$ cat src/hdl/vsrf_pkg.sv
// Package: types, register map and power-up palette of the video shifter register file.
`timescale 1ns / 1ps

package vsrf_pkg;

    typedef logic [6:0]  t_ofs;
    typedef logic [15:0] t_colour;
    typedef logic [1:0]  t_rez;

    typedef enum logic [1:0] {
        OP_READ   = 2'd0,
        OP_WRITE  = 2'd1,
        OP_REINIT = 2'd2
    } t_op;

    typedef enum logic {
        CFG_SCREEN_START = 1'b0,
        CFG_PLANE_COUNT  = 1'b1
    } t_cfg_index;

    localparam t_ofs OFS_BASE_HI   = 7'h01;
    localparam t_ofs OFS_BASE_MID  = 7'h03;
    localparam t_ofs OFS_COUNT_HI  = 7'h05;
    localparam t_ofs OFS_COUNT_MID = 7'h07;
    localparam t_ofs OFS_COUNT_LO  = 7'h09;
    localparam t_ofs OFS_SYNC      = 7'h0A;
    localparam t_ofs OFS_BASE_LO   = 7'h0D;
    localparam t_ofs OFS_REZ       = 7'h60;

    localparam t_colour COLOUR_MASK = 16'h0fff;
    localparam logic [7:0] SYNC_RESET = 8'h02;
    localparam t_rez REZ_LOW  = 2'd0;
    localparam t_rez REZ_MID  = 2'd1;
    localparam t_rez REZ_HIGH = 2'd2;

    localparam int IN_WIDTH  = 24;
    localparam int OUT_WIDTH = 48;

    function automatic t_colour f_boot_colour(input logic [3:0] idx);
        t_colour c;
        unique case (idx)
            4'd0:  c = 16'h0fff;
            4'd1:  c = 16'h0f00;
            4'd2:  c = 16'h00f0;
            4'd3:  c = 16'h0ff0;
            4'd4:  c = 16'h000f;
            4'd5:  c = 16'h0f0f;
            4'd6:  c = 16'h00ff;
            4'd7:  c = 16'h0555;
            4'd8:  c = 16'h0333;
            4'd9:  c = 16'h0f33;
            4'd10: c = 16'h03f3;
            4'd11: c = 16'h0ff3;
            4'd12: c = 16'h033f;
            4'd13: c = 16'h0f3f;
            4'd14: c = 16'h03ff;
            default: c = 16'h0000;
        endcase
        return c;
    endfunction

    function automatic logic f_is_palette(input t_ofs ofs);
        return ofs[6:5] == 2'b10;
    endfunction

    function automatic logic f_is_named(input t_ofs ofs);
        return ofs == OFS_BASE_HI || ofs == OFS_BASE_MID || ofs == OFS_BASE_LO ||
               ofs == OFS_COUNT_HI || ofs == OFS_COUNT_MID || ofs == OFS_COUNT_LO ||
               ofs == OFS_SYNC || ofs == OFS_REZ || f_is_palette(ofs);
    endfunction

endpackage

$ cat src/hdl/vsrf_ram.sv
// Generic single-write, single-read RAM with registered read data.
`timescale 1ns / 1ps

module vsrf_ram #(
    parameter int WIDTH = 8,
    parameter int DEPTH = 128
) (
    input  logic                     i_clk,
    input  logic                     i_we,
    input  logic [$clog2(DEPTH)-1:0] i_waddr,
    input  logic [WIDTH-1:0]         i_wdata,
    input  logic                     i_re,
    input  logic [$clog2(DEPTH)-1:0] i_raddr,
    output logic [WIDTH-1:0]         o_rdata
);

    logic [WIDTH-1:0] r_mem [DEPTH];
    logic [WIDTH-1:0] r_rdata;

    always_ff @(posedge i_clk) begin
        if (i_we) begin
            r_mem[i_waddr] <= i_wdata;
        end
        if (i_re) begin
            r_rdata <= r_mem[i_raddr];
        end
    end

    assign o_rdata = r_rdata;

endmodule

$ cat src/hdl/video_shifter_register_file_core.sv
// Top level: byte-wide register window of a video shifter.
`timescale 1ns / 1ps

// One request is taken every cycle while the output is not stalled; it is held
// in the input stage register and its result is then loaded into the output
// register. The rate is set by a single input stage and the result register,
// with the scratch bytes held in a RAM that is read when the request is taken.
// Scratch writes land in the RAM at request time, other state is updated as the
// result is formed. Per-entry valid bits make never-written scratch bytes read
// as zero, so no clearing pass follows reset. Configuration writes are registered.
module video_shifter_register_file_core
    import vsrf_pkg::*;
#(
    parameter int REG_SPACE_BYTES = 128
) (
    input  logic                 i_clk,
    input  logic                 i_rst_n,
    input  logic                 i_cfg_wr_en,
    input  logic                 i_cfg_index,
    input  logic [23:0]          i_cfg_data,
    input  logic                 s_axis_tvalid,
    output logic                 s_axis_tready,
    // [1:0] operation, [8:2] offset, [16:9] write_data
    input  logic [IN_WIDTH-1:0]  s_axis_tdata,
    output logic                 m_axis_tvalid,
    input  logic                 m_axis_tready,
    // [7:0] read_data, [8] palette_changed, [40:9] change_count, [41] mode_was_set
    output logic [OUT_WIDTH-1:0] m_axis_tdata
);

    localparam int AW = $clog2(REG_SPACE_BYTES);
    localparam logic [8:0] RegSpace = 9'(REG_SPACE_BYTES);

    logic [23:0] r_screen_start;
    logic [3:0]  r_plane_count;

    logic [23:0] r_screen_base, n_screen_base;
    t_rez        r_resolution, n_resolution;
    logic        r_rez_written, n_rez_written;
    logic [7:0]  r_sync, n_sync;
    t_colour     r_palette [16];
    t_colour     n_palette [16];
    logic [31:0] r_changes, n_changes;
    logic        r_powered, n_powered;
    logic [REG_SPACE_BYTES-1:0] r_scr_valid;

    logic [1:0]  r_s1_op;
    t_ofs        r_s1_ofs;
    logic [7:0]  r_s1_data;
    logic        r_s1_valid;
    logic        r_s1_scr_valid;

    logic                 r_out_valid;
    logic [OUT_WIDTH-1:0] r_out_data;

    logic        in_accept;
    logic        s1_advance;
    logic [1:0]  in_op;
    t_ofs        in_ofs;
    logic [7:0]  in_data;
    logic        in_space;
    logic [AW-1:0] in_addr;
    logic        scr_we;
    logic [7:0]  scr_rdata;

    logic        s1_space;
    logic [3:0]  pal_idx;
    t_colour     pal_old;
    t_colour     pal_masked;
    t_colour     pal_new;
    logic [7:0]  rd;
    logic        chg;
    t_rez        reinit_rez;

    assign in_op    = s_axis_tdata[1:0];
    assign in_ofs   = s_axis_tdata[8:2];
    assign in_data  = s_axis_tdata[16:9];
    assign in_space = {2'b00, in_ofs} < RegSpace;
    assign in_addr  = AW'(in_ofs);

    assign s1_advance    = r_s1_valid && (!r_out_valid || m_axis_tready);
    assign s_axis_tready = !r_s1_valid || s1_advance;
    assign in_accept     = s_axis_tvalid && s_axis_tready;
    assign scr_we        = in_accept && in_op == OP_WRITE && in_space && !f_is_named(in_ofs);

    vsrf_ram #(
        .WIDTH(8),
        .DEPTH(REG_SPACE_BYTES)
    ) u_scratch (
        .i_clk  (i_clk),
        .i_we   (scr_we),
        .i_waddr(in_addr),
        .i_wdata(in_data),
        .i_re   (in_accept),
        .i_raddr(in_addr),
        .o_rdata(scr_rdata)
    );

    always_ff @(posedge i_clk) begin
        if (!i_rst_n) begin
            r_screen_start <= '0;
            r_plane_count  <= 4'd4;
        end else if (i_cfg_wr_en) begin
            unique case (t_cfg_index'(i_cfg_index))
                CFG_SCREEN_START: r_screen_start <= i_cfg_data;
                CFG_PLANE_COUNT:  r_plane_count  <= i_cfg_data[3:0];
                default: ;
            endcase
        end
    end

    always_ff @(posedge i_clk) begin
        if (!i_rst_n) begin
            r_scr_valid <= '0;
        end else if (scr_we) begin
            r_scr_valid[in_addr] <= 1'b1;
        end
    end

    always_ff @(posedge i_clk) begin
        if (!i_rst_n) begin
            r_s1_valid <= 1'b0;
        end else if (in_accept) begin
            r_s1_valid <= 1'b1;
        end else if (s1_advance) begin
            r_s1_valid <= 1'b0;
        end
    end

    always_ff @(posedge i_clk) begin
        if (in_accept) begin
            r_s1_op        <= in_op;
            r_s1_ofs       <= in_ofs;
            r_s1_data      <= in_data;
            r_s1_scr_valid <= in_space ? r_scr_valid[in_addr] : 1'b0;
        end
    end

    assign s1_space   = {2'b00, r_s1_ofs} < RegSpace;
    assign pal_idx    = r_s1_ofs[4:1];
    assign pal_old    = r_palette[pal_idx];
    assign pal_masked = pal_old & COLOUR_MASK;
    assign pal_new    = r_s1_ofs[0] ? {pal_old[15:8], r_s1_data}
                                    : {r_s1_data, pal_old[7:0]};
    assign reinit_rez = (r_plane_count >= 4'd4) ? REZ_LOW :
                        (r_plane_count == 4'd2) ? REZ_MID : REZ_HIGH;

    always_comb begin
        rd = '0;
        if (f_is_palette(r_s1_ofs)) begin
            rd = r_s1_ofs[0] ? pal_masked[7:0] : pal_masked[15:8];
        end else begin
            unique case (r_s1_ofs)
                OFS_BASE_HI, OFS_COUNT_HI:   rd = r_screen_base[23:16];
                OFS_BASE_MID, OFS_COUNT_MID: rd = r_screen_base[15:8];
                OFS_BASE_LO, OFS_COUNT_LO:   rd = r_screen_base[7:0];
                OFS_SYNC:                    rd = r_sync;
                OFS_REZ:                     rd = {6'd0, r_resolution};
                default: rd = (s1_space && r_s1_scr_valid) ? scr_rdata : 8'd0;
            endcase
        end
    end

    always_comb begin
        n_screen_base = r_screen_base;
        n_resolution  = r_resolution;
        n_rez_written = r_rez_written;
        n_sync        = r_sync;
        n_palette     = r_palette;
        n_changes     = r_changes;
        n_powered     = r_powered;
        chg           = 1'b0;
        unique case (t_op'(r_s1_op))
            OP_WRITE: begin
                if (f_is_palette(r_s1_ofs)) begin
                    if (pal_new != pal_old) begin
                        n_palette[pal_idx] = pal_new;
                        n_changes          = r_changes + 32'd1;
                        chg                = 1'b1;
                    end
                end else begin
                    unique case (r_s1_ofs)
                        OFS_BASE_HI:  n_screen_base = {r_s1_data, r_screen_base[15:8], 8'd0};
                        OFS_BASE_MID: n_screen_base = {r_screen_base[23:16], r_s1_data, 8'd0};
                        OFS_BASE_LO:  n_screen_base = {r_screen_base[23:8], r_s1_data[7:1],
                                                       1'b0};
                        OFS_SYNC:     n_sync = r_s1_data;
                        OFS_REZ: begin
                            n_resolution  = r_s1_data[1:0];
                            n_rez_written = 1'b1;
                        end
                        default: ;
                    endcase
                end
            end
            OP_REINIT: begin
                n_screen_base = r_screen_start;
                n_resolution  = reinit_rez;
                n_rez_written = 1'b0;
                if (!r_powered) begin
                    n_powered = 1'b1;
                    for (int i = 0; i < 16; i++) begin
                        n_palette[i] = f_boot_colour(4'(i));
                    end
                    if (reinit_rez == REZ_MID) begin
                        n_palette[3] = f_boot_colour(4'd15);
                    end else if (reinit_rez == REZ_HIGH) begin
                        n_palette[1] = f_boot_colour(4'd15);
                    end
                end
            end
            default: ;
        endcase
    end

    always_ff @(posedge i_clk) begin
        if (!i_rst_n) begin
            r_screen_base <= '0;
            r_resolution  <= REZ_LOW;
            r_rez_written <= 1'b0;
            r_sync        <= SYNC_RESET;
            r_changes     <= '0;
            r_powered     <= 1'b0;
            for (int i = 0; i < 16; i++) begin
                r_palette[i] <= f_boot_colour(4'(i));
            end
        end else if (s1_advance) begin
            r_screen_base <= n_screen_base;
            r_resolution  <= n_resolution;
            r_rez_written <= n_rez_written;
            r_sync        <= n_sync;
            r_changes     <= n_changes;
            r_powered     <= n_powered;
            r_palette     <= n_palette;
        end
    end

    always_ff @(posedge i_clk) begin
        if (!i_rst_n) begin
            r_out_valid <= 1'b0;
        end else if (s1_advance) begin
            r_out_valid <= 1'b1;
        end else if (m_axis_tready) begin
            r_out_valid <= 1'b0;
        end
    end

    always_ff @(posedge i_clk) begin
        if (s1_advance) begin
            r_out_data <= {6'd0, n_rez_written, n_changes, chg,
                           (t_op'(r_s1_op) == OP_READ) ? rd : 8'd0};
        end
    end

    assign m_axis_tvalid = r_out_valid;
    assign m_axis_tdata  = r_out_data;

endmodule
$ cat config.mk
export PLATFORM = sky130hd
export DESIGN_NAME = video_shifter_register_file_core
export DESIGN_NICKNAME = d
export VERILOG_FILES = /design/src/hdl/vsrf_pkg.sv /design/src/hdl/vsrf_ram.sv /design/src/hdl/video_shifter_register_file_core.sv
export SDC_FILE = /design/constraint.sdc
export NUM_CORES = 2
export LEC_CHECK = 0
export BUFFER_PORTS_ARGS = -buffer_cell sky130_fd_sc_hd__buf_4
export CAP_MARGIN = 10
export CORE_ASPECT_RATIO = 0.9
export CORE_UTILIZATION = 35
export CTS_BUF_LIST = sky130_fd_sc_hd__clkbuf_8
export CTS_CLUSTER_DIAMETER = 120
export CTS_CLUSTER_SIZE = 24
export DETAILED_ROUTE_END_ITERATION = 8
export HOLD_SLACK_MARGIN = 0.08
export PLACE_DENSITY_LB_ADDON = 0.12
export SLEW_MARGIN = 20
export SYNTH_ARGS = -nofsm -noshare
export SYNTH_HDL_FRONTEND = slang
export SYNTH_SLANG_ARGS = --single-unit
$ cat constraint.sdc
create_clock -name i_clk -period 4 [get_ports i_clk]
set_input_delay 0.4 -clock i_clk [delete_from_list [all_inputs] [get_ports i_clk]]
set_output_delay 0.4 -clock i_clk [all_outputs]
set_load 0.05 [all_outputs]
# Word level (Yosys, flattened, before mapping)
# Memories as Yosys holds them, arrays and structs flattened. A register that Yosys moved wholly into a read port is not among the register bits.
# Cells that the tools add are included.
[op_classes] n_eq_ne=36 magnitude_cmp=5 bitwise=4 n_reduce_logical=36 n_mux=43 n_addsub=1
[ops] operator="256-bit two-way mux" count=3
[ops] operator="256-bit one-hot mux with 2 select lines" count=1
[ops] operator="256-bit bitwise mux" count=1
[ops] operator="128-bit bitwise OR" count=1
[ops] operator="32-bit two-way mux" count=3
[ops] operator="24-bit one-hot mux with 3 select lines" count=1
[ops] operator="16-bit binary-select mux with 4-bit select" count=1
[ops] operator="16-bit demux with 4-bit select" count=1
[ops] operator="16-bit two-way mux" count=4
[ops] operator="24-bit one-hot mux with 2 select lines" count=1
[ops] operator="7-bit by 4-bit == test with 1-bit output, second input constant" count=6
[ops] operator="8-bit one-hot mux with 5 select lines" count=1
[ops] operator="12-bit two-way mux" count=3
[ops] operator="32-bit by 1-bit adder with 32-bit output, second input constant" count=1
[ops] operator="7-bit by 3-bit == test with 1-bit output, second input constant" count=4
[ops] operator="24-bit two-way mux" count=1
[ops] operator="8-bit two-way mux" count=3
[ops] operator="16-bit != test" count=1
[ops] operator="7-bit by 1-bit == test with 1-bit output, second input constant" count=2
[ops] operator="7-bit by 2-bit == test with 1-bit output, second input constant" count=2
[ops] operator="7-bit == test, second input constant" count=2
[ops] operator="2-bit != test, second input constant" count=7
[ops] operator="4-bit AND reduction" count=3
[ops] operator="6-bit AND reduction" count=2
[ops] operator="26 further kinds" count=70
[totals] out_inout_bits=50 input_bits=54 word_cells=162 register_bits=542 ram_bits=1024 n_memories=1
[mem_list] name="u_scratch.r_mem" depth=128 width=8 rd=1 rd_ports_with_merged_regs=1 wr=1 line="vsrf_ram.sv:17" source="logic [WIDTH-1:0] r_mem [DEPTH];"

# Longest topological paths before layout
[depth] ltp_word=13 depth_mapped=16 ltp_nobuf=10

# Modules after synthesis
# From an unflattened synthesis, not the netlist that was laid out.
[hier_totals] hier_cells=3942 hier_area_um2=63230.6
[modules_own_cells] mod="vsrf_ram" seq_area_each_um2=30989.7 instances=1 area_each_um2=39745.6 cells_each=1635
[modules_own_cells] mod="video_shifter_register_file_core" seq_area_each_um2=11451.0 instances=1 area_each_um2=23485.0 cells_each=2307

# Least setup slack after synthesis
# No wires, ideal clock.
[synth_path] path_kind="input-to-reg" start="in s_axis_tdata[2]" end="reg u_scratch.r_rdata[4] (netlist: u_scratch.o_rdata[4]), read port of u_scratch.r_mem, data pin" setup_slack_ns=0.290 path_stages=9 setup_ns=0.262 n_path_buf=4 required_ns=3.738 arrival_time_ns=3.448 path_cell_list="buf_2 -> clkbuf_1 -> buf_1 -> buf_1 -> mux4_2 -> mux4_2 -> a22oi_1 -> a21oi_1 -> or2_2"
[synth_rtl] element="from (decl)" line="video_shifter_register_file_core.sv:24" source="input logic [IN_WIDTH-1:0] s_axis_tdata,"
[synth_rtl] element="to (decl)" line="vsrf_ram.sv:18" source="logic [WIDTH-1:0] r_rdata;"

# Worst setup path after layout
[layout_path] start="reg r_s1_ofs[2]" end="reg r_palette[246] in the netlist's numbering"
[layout_between] elab_chain_cells=9 elab_cells_between_ends=17 classes_between="order compare (2); eq/ne (2); mux (10); bitwise (1); reduce/logical (2)"
[layout_lines] element="from (decl)" line="video_shifter_register_file_core.sv:48" source="t_ofs r_s1_ofs;"
[layout_lines] element="from (signal assigned)" line="video_shifter_register_file_core.sv:133" source="r_s1_ofs <= in_ofs;"
[layout_lines] element="4-bit NOT with 5-bit output (not written as such) *" line="video_shifter_register_file_core.sv:141, video_shifter_register_file_core.sv:177"
[layout_lines] element="5-bit greater-or-equal comparator (not written as such), or another cell as far along" line="video_shifter_register_file_core.sv:177" source="n_palette[pal_idx] = pal_new;"
[layout_lines] element="1-bit logical AND (not written as such) / 16-bit two-way mux (equally long branches)" line="video_shifter_register_file_core.sv:177, video_shifter_register_file_core.sv:141"
[layout_lines] element="16-bit two-way mux, on equally long branches" line="video_shifter_register_file_core.sv:177, video_shifter_register_file_core.sv:141"
[layout_lines] element="16-bit demux with 4-bit select / 16-bit two-way mux (equally long branches)" line="video_shifter_register_file_core.sv:177, video_shifter_register_file_core.sv:143"
[layout_lines] element="256-bit bitwise mux" line="video_shifter_register_file_core.sv:177"
[layout_lines] element="256-bit two-way mux" line="video_shifter_register_file_core.sv:176" source="if (pal_new != pal_old) begin"
[layout_lines] element="256-bit two-way mux" line="video_shifter_register_file_core.sv:175" source="if (f_is_palette(r_s1_ofs)) begin"
[layout_lines] element="256-bit one-hot mux with 2 select lines" line="video_shifter_register_file_core.sv:173" source="unique case (t_op'(r_s1_op))"
[layout_lines] element="to (signal, indexed assignment)" line="video_shifter_register_file_core.sv:225" source="r_palette[i] <= f_boot_colour(4'(i));"
[layout_lines] element="to (signal assigned)" line="video_shifter_register_file_core.sv:234" source="r_palette <= n_palette;"
[layout_lines] element="to (decl)" line="video_shifter_register_file_core.sv:41" source="t_colour r_palette [16];"
# Every way passes the cells marked *; elsewhere a longest branch is shown, timed or not. The select of a mux whose other input is x is not followed.
# A chain may end at the register's enable or synchronous reset.

==> results.cfg <==
[run_status]
status = complete, no violations

[floorplan]
dieWidth_um = 449
start_util_pct = 35.3
coreArea_um2 = 178000
die_h_um = 404
die_area_um2 = 181000
ioPinCount = 104
num_rows = 147

[setup_path]
worstPathArrival_ps = 4650
worst_r2r_path_depth = 14
crit_family = compound AO/OA/AOI/OAI gates
timing_worst_setup_path_type = flop to flop
cp_cell_sequence = buf_12 -> buf_4 -> mux2i_1 -> a22oi_1 -> nor4b_1 -> a2111oi_1 -> buf_4 -> a32o_1 -> nand2_2 -> o31a_1 -> buf_4 -> o31ai_4 -> buf_4 -> a22oi_1
crit_fanout = 13
path_buf_inv = 5
cp.required_ps = 4760
critPathSlowestCell = a2111oi_1
r2r-start = r_s1_ofs[2]$_DFFE_PP_
critPathMaxStageDelay_ps = 520
endpoint_kind = flop
startpoint_type = flop
cpMostUsedCell = buf_4
cp.depth = 14
worstSetupStartpoint = r_s1_ofs[2]$_DFFE_PP_

[yosys]
syn_inst = 3788
synth_edf_count = 1092
synth_area_leaders = edfxtp_1, dfxtp_1, mux4_2
synth.distinct_cells = 97
synth.top_cell.area_share_pct = 52.1
synth-warning-count = 0
synthFlopType = edfxtp_1
synth_area_per_cell_um2 = 16.6
yosysTopAreaCell = edfxtp_1
ys_seq_area_share_pct = 67.5
synth.cell_area_um2 = 62900
async_flop_share_pct = 0
ys_ff_latch = 1574

[cts]
clock_latency_ps = 880
cts_made_buffers = 77
path_clk_slew_ps = 150
ctsLongestPathBuffers = 3
cts-htree-levels = 3
clock_tree.root_cell = clkbuf_8
cts_tree = built
clock_sinks = 1574

[power_and_ir_drop]
power_leakage_nw = 24.1
powerDensity_nw_per_um2 = 382
vdd_ir_drop_max_uv = 314

[timing]
drv_slew = 0
finalSetupViolCount = 0
holdWs_ps = 152
worstMarginPinSlew_ps = 1080
post-route-period-util_pct = 97.3
period_needed_ps = 3890
skew_ps = 70.5
setup_ws_ps = 107
max_freq_mhz = 257
relSlewSlack_pct = 27.9
tns_ps = 0
finalHoldViolations = 0

[run]
cap_viol_max_count = 0

[cells_and_area]
multi_input_area_um2 = 20000
drive_above_1_share_pct = 22.6
fin_area_um2 = 71900
register_area_um2 = 42400
nFillCells = 16500
area_growth_pct = 14.2
final_cell_mix = edfxtp_1, dfxtp_1, mux4_2
final_net_count = 4458
layout_commonest_cell = edfxtp_1

[placement]
routabilityCongestion = 0.837
pre_cts_ws_ps = -4.45
placed_cell_area_um2 = 69800
port_buffers = 90
hpwl_um = 110000

[drt]
ant_nets = 0
drt_iter0_drc = 2993
avgRoutedWirePerCell_um = 24.6
viasPerCell = 5.14
first_pass_iters = 7
finalWirelength_um = 169000
drcViolationCount = 0
vias = 35200

[worst_hold_path]
holdPathStages = 1
holdCritStartpoint = s_axis_tdata[10]
min_path_type = input pin to flop

[global_route]
grtUsageTotal_pct = 18.5
grt_max_degree = 143
grt_first_pass_wirelength_um = 248000
antenna_found_initial = 12
grt_pass1_vias = 34700
grt_overflow = 0
-- timing repair --
action	in CTS	in global routing
pin swaps	1	1
endpoints found under the hold margin	58	53
gates cloned	0	0
buffers inserted	1	1
gates resized for setup	1	2
endpoints found under the setup margin	13	132
hold buffers	54	2
-- synth_stat cells, types with 24 or more instances --
master,instances
edfxtp_1,1092
dfxtp_1,482
mux4_2,415
nor2_1,188
nand2_1,176
clkbuf_1,144
inv_1,136
o21a_1,94
o22ai_1,88
mux2i_1,81
a21oi_1,72
nand3_1,64
o22a_1,56
a22oi_1,48
and2_1,48
buf_1,42
buf_2,37
a2bb2oi_1,33
o21ai_0,33
mux2_2,31
xnor2_1,29
nor3_1,27
a211oi_1,24
a22o_1,24
-- power by group --
part	total [mW]	internal (mW)	switching, mW	leakage (nW)
Combinational	2.59	1.02	1.57	9.30
Clock	6.97	1.90	5.06	0.869
Sequential	17.9	17.8	0.121	14.0
-- routing by layer --
| layer | GRT usage (%) | share of wire, % |
|---|---|---|
| met5 | 0 | 0.0077 |
| met4 | 3.45 | 1.7 |
| met3 | 2.19 | 4.0 |
| met2 | 28.4 | 45 |
| met1 | 28.1 | 49 |
-- logic make-up after synthesis --
logic type      share of synthesized area, %
compound gates                          7.59
xor+xnor                               0.571
fa+ha+maj                             0.0796
buf+inv                                 2.81
flops                                   67.5
mux                                     16.8
other cells                          0.00596
simple gates                            4.66
-- final cells by class --
class	count	share of cell area [%]
flip-flops and latches	1574	59.1
multi-input cells	2138	27.8
repair buffers	467	6.27
well taps	2384	4.15
clock buffers	78	1.49
inverters	142	0.743
clock inverters	59	0.418
diodes	6	0.0209
-- per-stage QoR --
stage	power [mW]	std cells	utilization (%)
after floorplan	19.7	4113	-
after global placement	20.8	6645	39.1
after detailed placement	20.8	6645	39.1
after CTS	27.8	6837	40.2
after global routing	28.5	6846	40.3
final	27.4	6848	40.3
-- worst register-to-register path: stages, from the launching register on --
cell and delay, ps:
edfxtp_1 470, buf_12 190, buf_4 210, mux2i_1 280
a22oi_1 180, nor4b_1 190, a2111oi_1 520, buf_4 220
a32o_1 190, nand2_2 130, o31a_1 410, buf_4 190
o31ai_4 180, buf_4 290, a22oi_1 130
-- final timing paths --
check                                     endpoint  slack, ps
hold / removal    u_scratch.r_mem[45][1]$_DFFE_PP_        150
hold reg to reg         r_palette[31]$_SDFFE_PN0P_        460
setup / recovery       r_palette[246]$_SDFFE_PN1P_        110
setup reg to reg       r_palette[246]$_SDFFE_PN1P_        110
-- registers in the layout (all words and copies together), names as in the netlist --
name,count
u_scratch.r_mem,1024
r_rez_written,1
r_screen_base,24
u_scratch.o_rdata,8
r_s1_ofs,7
r_s1_scr_valid,1
r_scr_valid,128
r_s1_valid,1
r_palette,256
r_screen_start,24
r_powered,1
m_axis_tdata,42
r_s1_data,8
r_sync,8
r_s1_op,2
r_plane_count,4
m_axis_tvalid,1
r_changes,32
r_resolution,2
(Power assumes the default switching activity.)
